`config.mk`:
```
export PLATFORM = sky130hd
export DESIGN_NAME = vcp_input_list_next_selector
export DESIGN_NICKNAME = d
export VERILOG_FILES = /design/src/rtl/vcpsel_pkg.sv /design/src/rtl/vcpsel_step.sv /design/src/rtl/vcp_input_list_next_selector.sv
export SDC_FILE = /design/constraint.sdc
export NUM_CORES = 1
export LEC_CHECK = 0
export BUFFER_PORTS_ARGS = -buffer_cell sky130_fd_sc_hd__buf_2
export CAP_MARGIN = 0
export CORE_MARGIN = 2
export CORE_UTILIZATION = 52
export DETAILED_ROUTE_END_ITERATION = 7
export HOLD_SLACK_MARGIN = 0.05
export MAX_ROUTING_LAYER = met4
export PLACE_DENSITY_LB_ADDON = 0.05
export SYNTH_ARGS = -nofsm -noshare
export SYNTH_HDL_FRONTEND = slang
export SYNTH_SLANG_ARGS = --single-unit
```
`constraint.sdc`:
```
create_clock -name i_clk -period 5.5 [get_ports i_clk]
set_clock_uncertainty 0.05 [all_clocks]
set_input_delay 0.55 -clock i_clk [delete_from_list [all_inputs] [get_ports i_clk]]
set_output_delay 0.55 -clock i_clk [all_outputs]
set_load 0.01 [all_outputs]
```
`src/rtl/vcpsel_pkg.sv`:
```
package vcpsel_pkg;

    localparam int CODE_W  = 16;
    localparam int COUNT_W = 6;
    localparam int CHAR_W  = 8;

    // Search phase codes for the "60(" opener.
    localparam logic [1:0] PH_SEARCH   = 2'd0;
    localparam logic [1:0] PH_SIX      = 2'd1;
    localparam logic [1:0] PH_SIX_ZERO = 2'd2;

    // Result status codes.
    localparam logic [1:0] ST_FOUND     = 2'd0;
    localparam logic [1:0] ST_NO_LIST   = 2'd1;
    localparam logic [1:0] ST_FEW_CODES = 2'd2;

    localparam logic [CHAR_W-1:0] CHAR_SIX   = 8'h36;
    localparam logic [CHAR_W-1:0] CHAR_ZERO  = 8'h30;
    localparam logic [CHAR_W-1:0] CHAR_OPEN  = 8'h28;
    localparam logic [CHAR_W-1:0] CHAR_SPACE = 8'h20;

    localparam logic [CODE_W-1:0] TOKEN_SAT = 16'hFFFF;

    typedef struct packed {
        logic [1:0]         phase;
        logic               prev_hex;
        logic               in_list;
        logic               closed;
        logic               tok_open;
        logic [CODE_W-1:0]  tok_val;
        logic [COUNT_W-1:0] count;
        logic [CODE_W-1:0]  first;
        logic               seen;
        logic               taken;
        logic [CODE_W-1:0]  follower;
    } t_parse;

    typedef struct packed {
        logic [COUNT_W-1:0] codes_found;
        logic [1:0]         status;
        logic [CODE_W-1:0]  next_code;
    } t_result;

    // Returns {valid, digit value}.
    function automatic logic [4:0] hex_decode(input logic [CHAR_W-1:0] c);
        logic [4:0] r;
        r = 5'd0;
        case (c) inside
            [8'h30:8'h39]: r = {1'b1, 4'(c - 8'h30)};
            [8'h61:8'h66]: r = {1'b1, 4'(c - 8'h57)};
            [8'h41:8'h46]: r = {1'b1, 4'(c - 8'h37)};
            default:       r = 5'd0;
        endcase
        return r;
    endfunction

endpackage

```
`src/rtl/vcpsel_step.sv`:
```
module vcpsel_step
    import vcpsel_pkg::*;
#(
    parameter int CODE_LIMIT = 32
) (
    input  t_parse            i_cur,
    input  logic [CHAR_W-1:0] i_char,
    input  logic              i_last,
    input  logic [7:0]        i_cur_low,
    output t_parse            o_next,
    output t_result           o_result
);

    localparam logic [COUNT_W-1:0] MaxCount = COUNT_W'(CODE_LIMIT);

    logic [4:0]        hex;
    logic              is_hex;
    logic [CODE_W-1:0] new_tok;
    logic [CODE_W-1:0] fin_val;
    logic              fin;
    t_parse            n;

    assign hex    = hex_decode(i_char);
    assign is_hex = hex[4];

    // Shifting in a digit overflows exactly when the top nibble is nonzero.
    assign new_tok = !i_cur.tok_open ? {12'd0, hex[3:0]} :
                     (i_cur.tok_val[15:12] != 4'd0) ? TOKEN_SAT :
                     {i_cur.tok_val[11:0], hex[3:0]};

    always_comb begin
        n       = i_cur;
        fin     = 1'b0;
        fin_val = i_cur.tok_val;

        if (i_cur.in_list) begin
            if (!i_cur.closed) begin
                if (is_hex) begin
                    n.tok_val  = new_tok;
                    n.tok_open = 1'b1;
                end else if (i_char == CHAR_SPACE) begin
                    fin = i_cur.tok_open;
                end else begin
                    fin      = i_cur.tok_open;
                    n.closed = 1'b1;
                end
            end
        end else begin
            if (i_cur.phase == PH_SIX_ZERO && i_char == CHAR_OPEN) begin
                n.in_list = 1'b1;
                n.phase   = PH_SEARCH;
            end else if (i_cur.phase == PH_SIX && i_char == CHAR_ZERO) begin
                n.phase = PH_SIX_ZERO;
            end else if (i_char == CHAR_SIX && !i_cur.prev_hex) begin
                n.phase = PH_SIX;
            end else begin
                n.phase = PH_SEARCH;
            end
        end
        n.prev_hex = is_hex;

        // A token still open at the end of the string is completed here.
        if (i_last && n.in_list && !n.closed && n.tok_open) begin
            fin     = 1'b1;
            fin_val = n.tok_val;
        end

        if (fin) begin
            n.tok_open = 1'b0;
            n.tok_val  = '0;
            if (n.count == '0) begin
                n.first = fin_val;
            end
            if (n.seen && !n.taken) begin
                n.follower = fin_val;
                n.taken    = 1'b1;
            end
            if (!n.seen && fin_val == {8'd0, i_cur_low}) begin
                n.seen = 1'b1;
            end
            n.count = n.count + 1'b1;
            if (n.count >= MaxCount) begin
                n.closed = 1'b1;
            end
        end
    end

    always_comb begin
        o_next               = n;
        o_result.next_code   = '0;
        o_result.codes_found = n.in_list ? n.count : '0;
        if (!n.in_list) begin
            o_result.status = ST_NO_LIST;
        end else if (n.count < COUNT_W'(2)) begin
            o_result.status = ST_FEW_CODES;
        end else begin
            o_result.status    = ST_FOUND;
            o_result.next_code = (n.seen && n.taken) ? n.follower : n.first;
        end
    end

endmodule

```
`src/rtl/vcp_input_list_next_selector.sv`:
```
// Takes a capabilities string one character per request on the slave stream
// (tlast on the final character) and returns one result per string: the input
// code that follows the low byte of current_input in the "60(...)" list, wrapping
// to the first code, or the first code if that value is absent. One character is
// taken every clock cycle; each is parsed by a single combinational step into the
// parser state registers, and the result is captured in an output register as
// the final character is taken. While a result waits there unread, the slave
// stream is held off. current_input sits at APB byte address 0; the user must
// write it only between strings, which the block itself does not enforce.
module vcp_input_list_next_selector
    import vcpsel_pkg::*;
#(
    parameter int CODE_LIMIT = 32
) (
    input  logic        i_clk,
    input  logic        i_rst_n,
    input  logic        s_axis_tvalid,
    output logic        s_axis_tready,
    input  logic [7:0]  s_axis_tdata,   // [7:0] char_byte
    input  logic        s_axis_tlast,   // last_char
    output logic        m_axis_tvalid,
    input  logic        m_axis_tready,
    output logic [23:0] m_axis_tdata,   // [15:0] next_code, [21:16] codes_found, zero fill
    output logic [1:0]  m_axis_tuser,   // [1:0] status
    input  logic        psel,
    input  logic        penable,
    input  logic        pwrite,
    input  logic [2:0]  paddr,
    input  logic [31:0] pwdata,
    output logic [31:0] prdata,
    output logic        pready
);

    t_parse            r_state;
    t_parse            n_state;
    t_result           step_result;
    t_result           r_result;
    logic              r_out_valid;
    logic [CODE_W-1:0] r_cur_input;
    logic              accept;
    logic              reg_sel;

    assign pready  = 1'b1;
    assign reg_sel = (paddr[2] == 1'b0);
    assign prdata  = reg_sel ? {16'd0, r_cur_input} : 32'd0;

    always_ff @(posedge i_clk) begin
        if (!i_rst_n) begin
            r_cur_input <= '0;
        end else if (psel && penable && pwrite && reg_sel) begin
            r_cur_input <= pwdata[CODE_W-1:0];
        end
    end

    assign s_axis_tready = !r_out_valid || m_axis_tready;
    assign accept        = s_axis_tvalid && s_axis_tready;

    vcpsel_step #(
        .CODE_LIMIT (CODE_LIMIT)
    ) u_step (
        .i_cur     (r_state),
        .i_char    (s_axis_tdata),
        .i_last    (s_axis_tlast),
        .i_cur_low (r_cur_input[7:0]),
        .o_next    (n_state),
        .o_result  (step_result)
    );

    always_ff @(posedge i_clk) begin
        if (!i_rst_n) begin
            r_state     <= '0;
            r_out_valid <= 1'b0;
        end else begin
            if (accept) begin
                // The parser starts over after the final character.
                r_state <= s_axis_tlast ? '0 : n_state;
            end
            if (accept && s_axis_tlast) begin
                r_out_valid <= 1'b1;
            end else if (m_axis_tready) begin
                r_out_valid <= 1'b0;
            end
        end
    end

    always_ff @(posedge i_clk) begin
        if (accept && s_axis_tlast) begin
            r_result <= step_result;
        end
    end

    assign m_axis_tvalid = r_out_valid;
    assign m_axis_tdata  = {2'd0, r_result.codes_found, r_result.next_code};
    assign m_axis_tuser  = r_result.status;

endmodule

```
Word level (Yosys, flattened, before mapping). Cells that the tools add are included.

Bits of input ports: 51. Word-level logic and storage cells: 98. Output and inout port bits: 61. Register bits after elaboration: 103.

Magnitude comparators: 8. Add/subtract/negate cells: 4. Bitwise gates (word level): 2. Muxes and demuxes: 32. Reduce and logical (&&, ||, !) cells: 28. Equal/unequal tests: 8.

Operators by type and width (count): $mux W16 (6); $mux W62 (1); $mux W58 (1); $mux W18 (2); $mux W17 (2); $eq A8 B6 Y1 const B (4); $logic_and A1 B1 Y1 (17); $eq A16 B8 Y1 (1); $ge A8 B7 Y1 const B (2); $le A8 B7 Y1 const B (2); $mux W5 (3); $mux W1 (13); $ge A8 B6 Y1 const B (1); $le A8 B6 Y1 const B (1); $mux W2 (4); $sub A4 B3 Y4 const B (2); $add A6 B1 Y6 const B (1); $ge A6 B6 Y1 const B (1); $logic_not A6 Y1 (1); $lt A6 B2 Y1 const B (1); $logic_not A1 Y1 (5); $reduce_bool A4 Y1 (1); $sub A4 B1 Y4 const B (1); $eq A2 B1 Y1 const B (1); 7 further kinds (8).

Logic depth before layout (Yosys ltp).
Depth in word-level cells: 20. Gate-level depth with buffers: 14. Depth with buffers taken out: 11.

Modules after synthesis. Synthesis repeated with hierarchy kept, for this count alone.

Cells, all modules: 813. Area, all modules: 6631.4 µm².

Modules (own cells, without submodules): vcp_input_list_next_selector (seq. area each 2302.2 µm², area each 4395.5 µm², cells each 414, times used 1); vcpsel_step (seq. area each 0.0 µm², area each 2235.9 µm², cells each 399, times used 1).

Least setup slack after synthesis. Ideal clock, no wire load.

Path kind: input to register. Start: in s_axis_tdata[0]. End: reg r_result, in the netlist m_axis_tdata[13] (data pin). Setup time: 0.260 ns. Path slack: 2.279 ns. Stages on the path: 11. Required time: 5.190 ns. Buffers on the path: 1. Arrival: 2.912 ns. Path through: inv_1 > ha_1 > o21ba_2 > o21a_2 > a211oi_1 > o21ai_1 > a211oi_1 > buf_2 > mux2_2 > nand2_1 > mux2i_1.

Longest elaborated chain between the ends: 18. Elaborated cells on any way between the ends: 47. Classes of those cells: 3 x add/sub; 7 x order compare; 3 x eq/ne; 22 x mux; 1 x bitwise; 11 x reduce/logical.

Ends and longest elaborated chain: start: declaration (RTL line vcp_input_list_next_selector.sv:19) `input logic [7:0] s_axis_tdata,`; $ge A8 B7 Y1 (implied by the code) or $le A8 B7 Y1 (tied branches) (RTL line vcpsel_step.sv:23) `assign hex = hex_decode(i_char);`; $logic_and A1 B1 Y1 (implied by the code) (RTL line vcpsel_step.sv:23); $mux W5 (3 in series) (RTL line vcpsel_pkg.sv:48) `case (c) inside`; $mux W1 (RTL line vcpsel_step.sv:38) `if (is_hex) begin`; $mux W18 (RTL line vcpsel_step.sv:37) `if (!i_cur.closed) begin`; $mux W18 (RTL line vcpsel_step.sv:36) `if (i_cur.in_list) begin`; $logic_not A1 Y1 (RTL line vcpsel_step.sv:63) `if (i_last && n.in_list && !n.closed && n.tok_open) begin`; $logic_and A1 B1 Y1 (2 in series) (RTL line vcpsel_step.sv:63); $mux W16 (RTL line vcpsel_step.sv:63); $eq A16 B8 Y1 (RTL line vcpsel_step.sv:78) `if (!n.seen && fin_val == {8'd0, i_cur_low}) begin`; $logic_and A1 B1 Y1 (RTL line vcpsel_step.sv:78); $mux W1 (RTL line vcpsel_step.sv:78); $mux W58 (RTL line vcpsel_step.sv:68) `if (fin) begin`; $logic_and A1 B1 Y1 (RTL line vcpsel_step.sv:98) `o_result.next_code = (n.seen && n.taken) ? n.follower : n.first;`; $mux W16 (RTL line vcpsel_step.sv:98); end signal: assignment (RTL line vcp_input_list_next_selector.sv:88) `r_result <= step_result;`; end: declaration (RTL line vcp_input_list_next_selector.sv:37) `t_result r_result;`.

Parallel ways exist; a longest one is shown, timed or not. A chain may end at the register's enable or synchronous reset.

Worst setup path after layout.
Start: in s_axis_tdata[0]. End: reg r_result, in the netlist m_axis_tdata[5] (data pin).

The elaborated chain is that of the path after synthesis.

==> key figures <==
Outcome
  – Status: complete, no violations

Final layout
  – Multi-input combinational cell area: 3470 µm²
  – Filler Cell Count: 1057
  – Register area: 2300 µm²
  – Util after Layout: 0.588
  – Fin nets: 808
  – Ant diodes: 0
  – Share of layout cells above drive strength 1: 0.181
  – Area Overhead vs Synth: 10.3%

Power
  – P per Cell Area: 223 nW/µm²
  – LEAKAGE: 0.00236 µW
  – Worst IR drop on VDD: 0.000314 V

Global routing
  – Antenna violations before repair: 0
  – Total track usage: 0.268
  – First-pass GRT wire length: 26200 µm
  – Largest net degree at the start of global routing: 40
  – Vias in the first global route: 5110
  – Grt total ovfl: 0

Timing
  – Final Hold Viols: 0
  – Setup TNS: 0 ns
  – Fmax: 266 MHz
  – Rel. slew slack: 0.181
  – Fin crit share: 0.683
  – Shortest period the worst path allows: 3.76 ns
  – RSZ-0062 raised after global routing: false
  – Endpoints failing setup: 0
  – Slew Limit Fails: 0
  – Worst-margin pin slew: 1.21 ns

Routing
  – TritonRoute pass-1 iters: 5
  – Via density per instance: 5.87
  – Number of nets with antenna violations after routing: 0
  – Wirelength per Cell: 17.5 µm
  – Initial detailed-routing violation count: 530
  – Post-Route WL: 15800 µm
  – Routed via count: 5269
  – # DRC: 0

Synthesis
  – EDFF count, synth: 24
  – Syn_area_per_cell: 8.71 µm²
  – Synthesized cell area: 6090 µm²
  – Synth Warn #: 0
  – Top_reg_cell synth: dfxtp_1
  – Library cells used by synthesis: 74
  – Synth async-reset ratio: 0
  – Cells after synthesis: 699
  – Synthesized flop and latch total: 103
  – Seq/Total Area, Yosys: 0.378

CTS
  – Root buffer cell: clkbuf_16
  – Clk sinks: 103
  – Total CTS buffers: 9
  – Clock Path Buffers: 2
  – # hold bufs at CTS: 0
  – Clk Latency, worst-skew pair: 0.35 ns
  – H-tree Lvls: 3
  – CTS tree: done
  – Post-CTS Setup Bufs: 0
  – CTS clk-pin slew, worst paths: 0.07 ns
  – # resized after CTS: 0

Die
  – Chip height: 112 µm
  – Die area: 12600 µm²
  – Die W: 112 µm
  – Row cnt: 39
  – Core footprint: 11400 µm²
  – Io pins: 112
  – Initial Utilization: 0.533

Placement
  – Placer Congestion: 0.927
  – Hpwl dp: 11100 µm
  – IO buf count: 74

Setup path
  – Worst Path Buf+Inv: 2
  – R2r worst-path depth: 9
  – Worst setup EP type: flip-flop
  – Stages on worst setup path: 12
  – Worst path cell trace: buf_2 -> inv_1 -> ha_1 -> nand2b_1 -> o21ai_1 -> o21ai_2 -> a22oi_1 -> nor2_4 -> a31oi_1 -> a211o_1 -> o31a_1 -> a221oi_1
  – Critical path startpoint category: input port
  – Critical Path RT: 5.61 ns
  – CP max FO: 17
  – Arrival time at the worst endpoint: 3.87 ns
  – Critical path class: input port to flip-flop
  – Slowest stage cell on the critical path: o21ai_2
  – Highest cell delay on the worst timing path: 0.57 ns
  – Family with the most delay on the worst path: compound AO/OA/AOI/OAI gates

Worst hold path
  – Hold path depth: 3
  – Hold Crit Class: input port to flip-flop

Run
  – Max_cap viols: 0
registers in the layout, indices dropped and copies added (netlist names):
signal / cells
m_axis_tvalid: 1
r_state: 62
m_axis_tdata: 22
r_cur_input: 16
m_axis_tuser: 2
metal layers:
layer  global-route usage  vias to the layer above  part of all wire
met5                    -                        -                 0
met4               0.0837                        0             0.022
met3               0.0653                       23             0.054
met2                0.434                      156              0.48
met1                0.332                     2512              0.45
li1                     -                     2578                 -
cell usage in the layout (no fill, tap or decap), drive strengths merged, types with 5 or more instances in the layout:
cell	Yosys	routed
mux2	20	20
o211ai	8	8
nor3	5	5
nor2b	58	58
a22oi	47	47
xnor2	7	7
xor2	11	11
ha	6	6
a221oi	6	6
nor2	29	29
nand2	99	99
nand2b	7	7
and2	15	15
conb	2	19
clkbuf	29	12
inv	16	16
a31oi	5	5
edfxtp	24	24
mux2i	20	20
a211oi	5	5
dfxtp	79	79
a21boi	22	22
o31ai	6	6
nand3	9	9
a21oi	19	19
nor4	5	5
buf	30	83
o21ai	57	57
kinds of logic after synthesis:
group	after synthesis	synth area share
adder cells (fa/ha/maj)	6	0.0123
multiplexers	40	0.0698
XOR/XNOR	18	0.0259
AO/OA/AOI/OAI	204	0.230
flip-flops	103	0.378
buffers and inverters	75	0.0647
other	2	0.00123
AND/OR/NAND/NOR	251	0.218
final cells by class:
class | instances | share of cell area
clock inverters | 3 | 0.00317
multi-input cells | 538 | 0.517
well taps | 143 | 0.0266
repair buffers | 83 | 0.0652
flip-flops and latches | 103 | 0.343
inverters | 16 | 0.00894
clock buffers | 12 | 0.0367
Yosys cell counts, types with 3 or more instances:
library cell  count  share of area
buf_4            20          0.025
mux2_2           20          0.037
dfxtp_1          79           0.26
xor2_1           11          0.016
nor3_1            5         0.0041
buf_2             6         0.0049
nor2_1           27          0.017
a31oi_1           4         0.0041
nor2b_1          58          0.060
a221oi_1          6         0.0086
a211oi_1          4         0.0049
edfxtp_1         24           0.12
a211o_1           4         0.0058
xnor2_1           7          0.010
mux2i_1          20          0.033
ha_1              6          0.012
o31ai_1           6         0.0074
o2111ai_1         3         0.0043
a21boi_0         21          0.026
a22oi_1          47          0.058
buf_6             4         0.0074
or4_1             3         0.0037
clkbuf_1         29          0.018
o211ai_1          8         0.0099
o21ai_0          48          0.039
nand2_1          98          0.060
o21ai_1           8         0.0066
and2_1           15          0.015
nand3_1           9         0.0074
nor4_1            4         0.0041
o22ai_1           3         0.0031
nand2b_1          7         0.0072
inv_1            16         0.0099
a21oi_1          18          0.015
worst min-delay path, delay by kind of cell:
family / cells / cell delay, ns
buf+inv: 1 / 0.09
compound gates: 1 / 0.06
simple gates: 1 / 0.04
path summary, 6_finish.rpt:
path | startpoint | endpoint | slack [ns]
hold reg to reg | r_cur_input[1]$_SDFFE_PN0P_ | r_cur_input[1]$_SDFFE_PN0P_ | 0.41
hold / removal | pwdata[13] | r_cur_input[13]$_SDFFE_PN0P_ | 0.39
setup reg to reg | r_state[58]$_SDFFE_PN0P_ | m_axis_tdata[5]$_SDFFCE_PP0P_ | 1.86
setup / recovery | s_axis_tdata[0] | m_axis_tdata[5]$_SDFFCE_PP0P_ | 1.74
through the flow:
step / instances / power, µW / hold WS [ns] / setup slack [ns] / cell area, µm²
detailed placement: 883 / 915 / 0.403 / 1.37 / 6450
CTS: 898 / 1510 / 0.381 / 1.73 / 6720
global route: 898 / 1540 / 0.397 / 1.40 / 6720
floorplan: 716 / 882 / 0.389 / 2.28 / 6150
finish: 898 / 1500 / 0.389 / 1.74 / 6720
global placement: 883 / 913 / 0.398 / 1.42 / 6450
power by group:
| part | switching, µW | internal, µW | leakage [µW] | total, µW |
|---|---|---|---|---|
| clock network | 280 | 317 | 0.000129 | 598 |
| logic | 73.0 | 38.6 | 0.00139 | 112 |
| registers | 4.00 | 783 | 0.000846 | 787 |
| total | 357 | 1140 | 0.00236 | 1500 |
No activity file was read; power rests on OpenSTA's default activity.
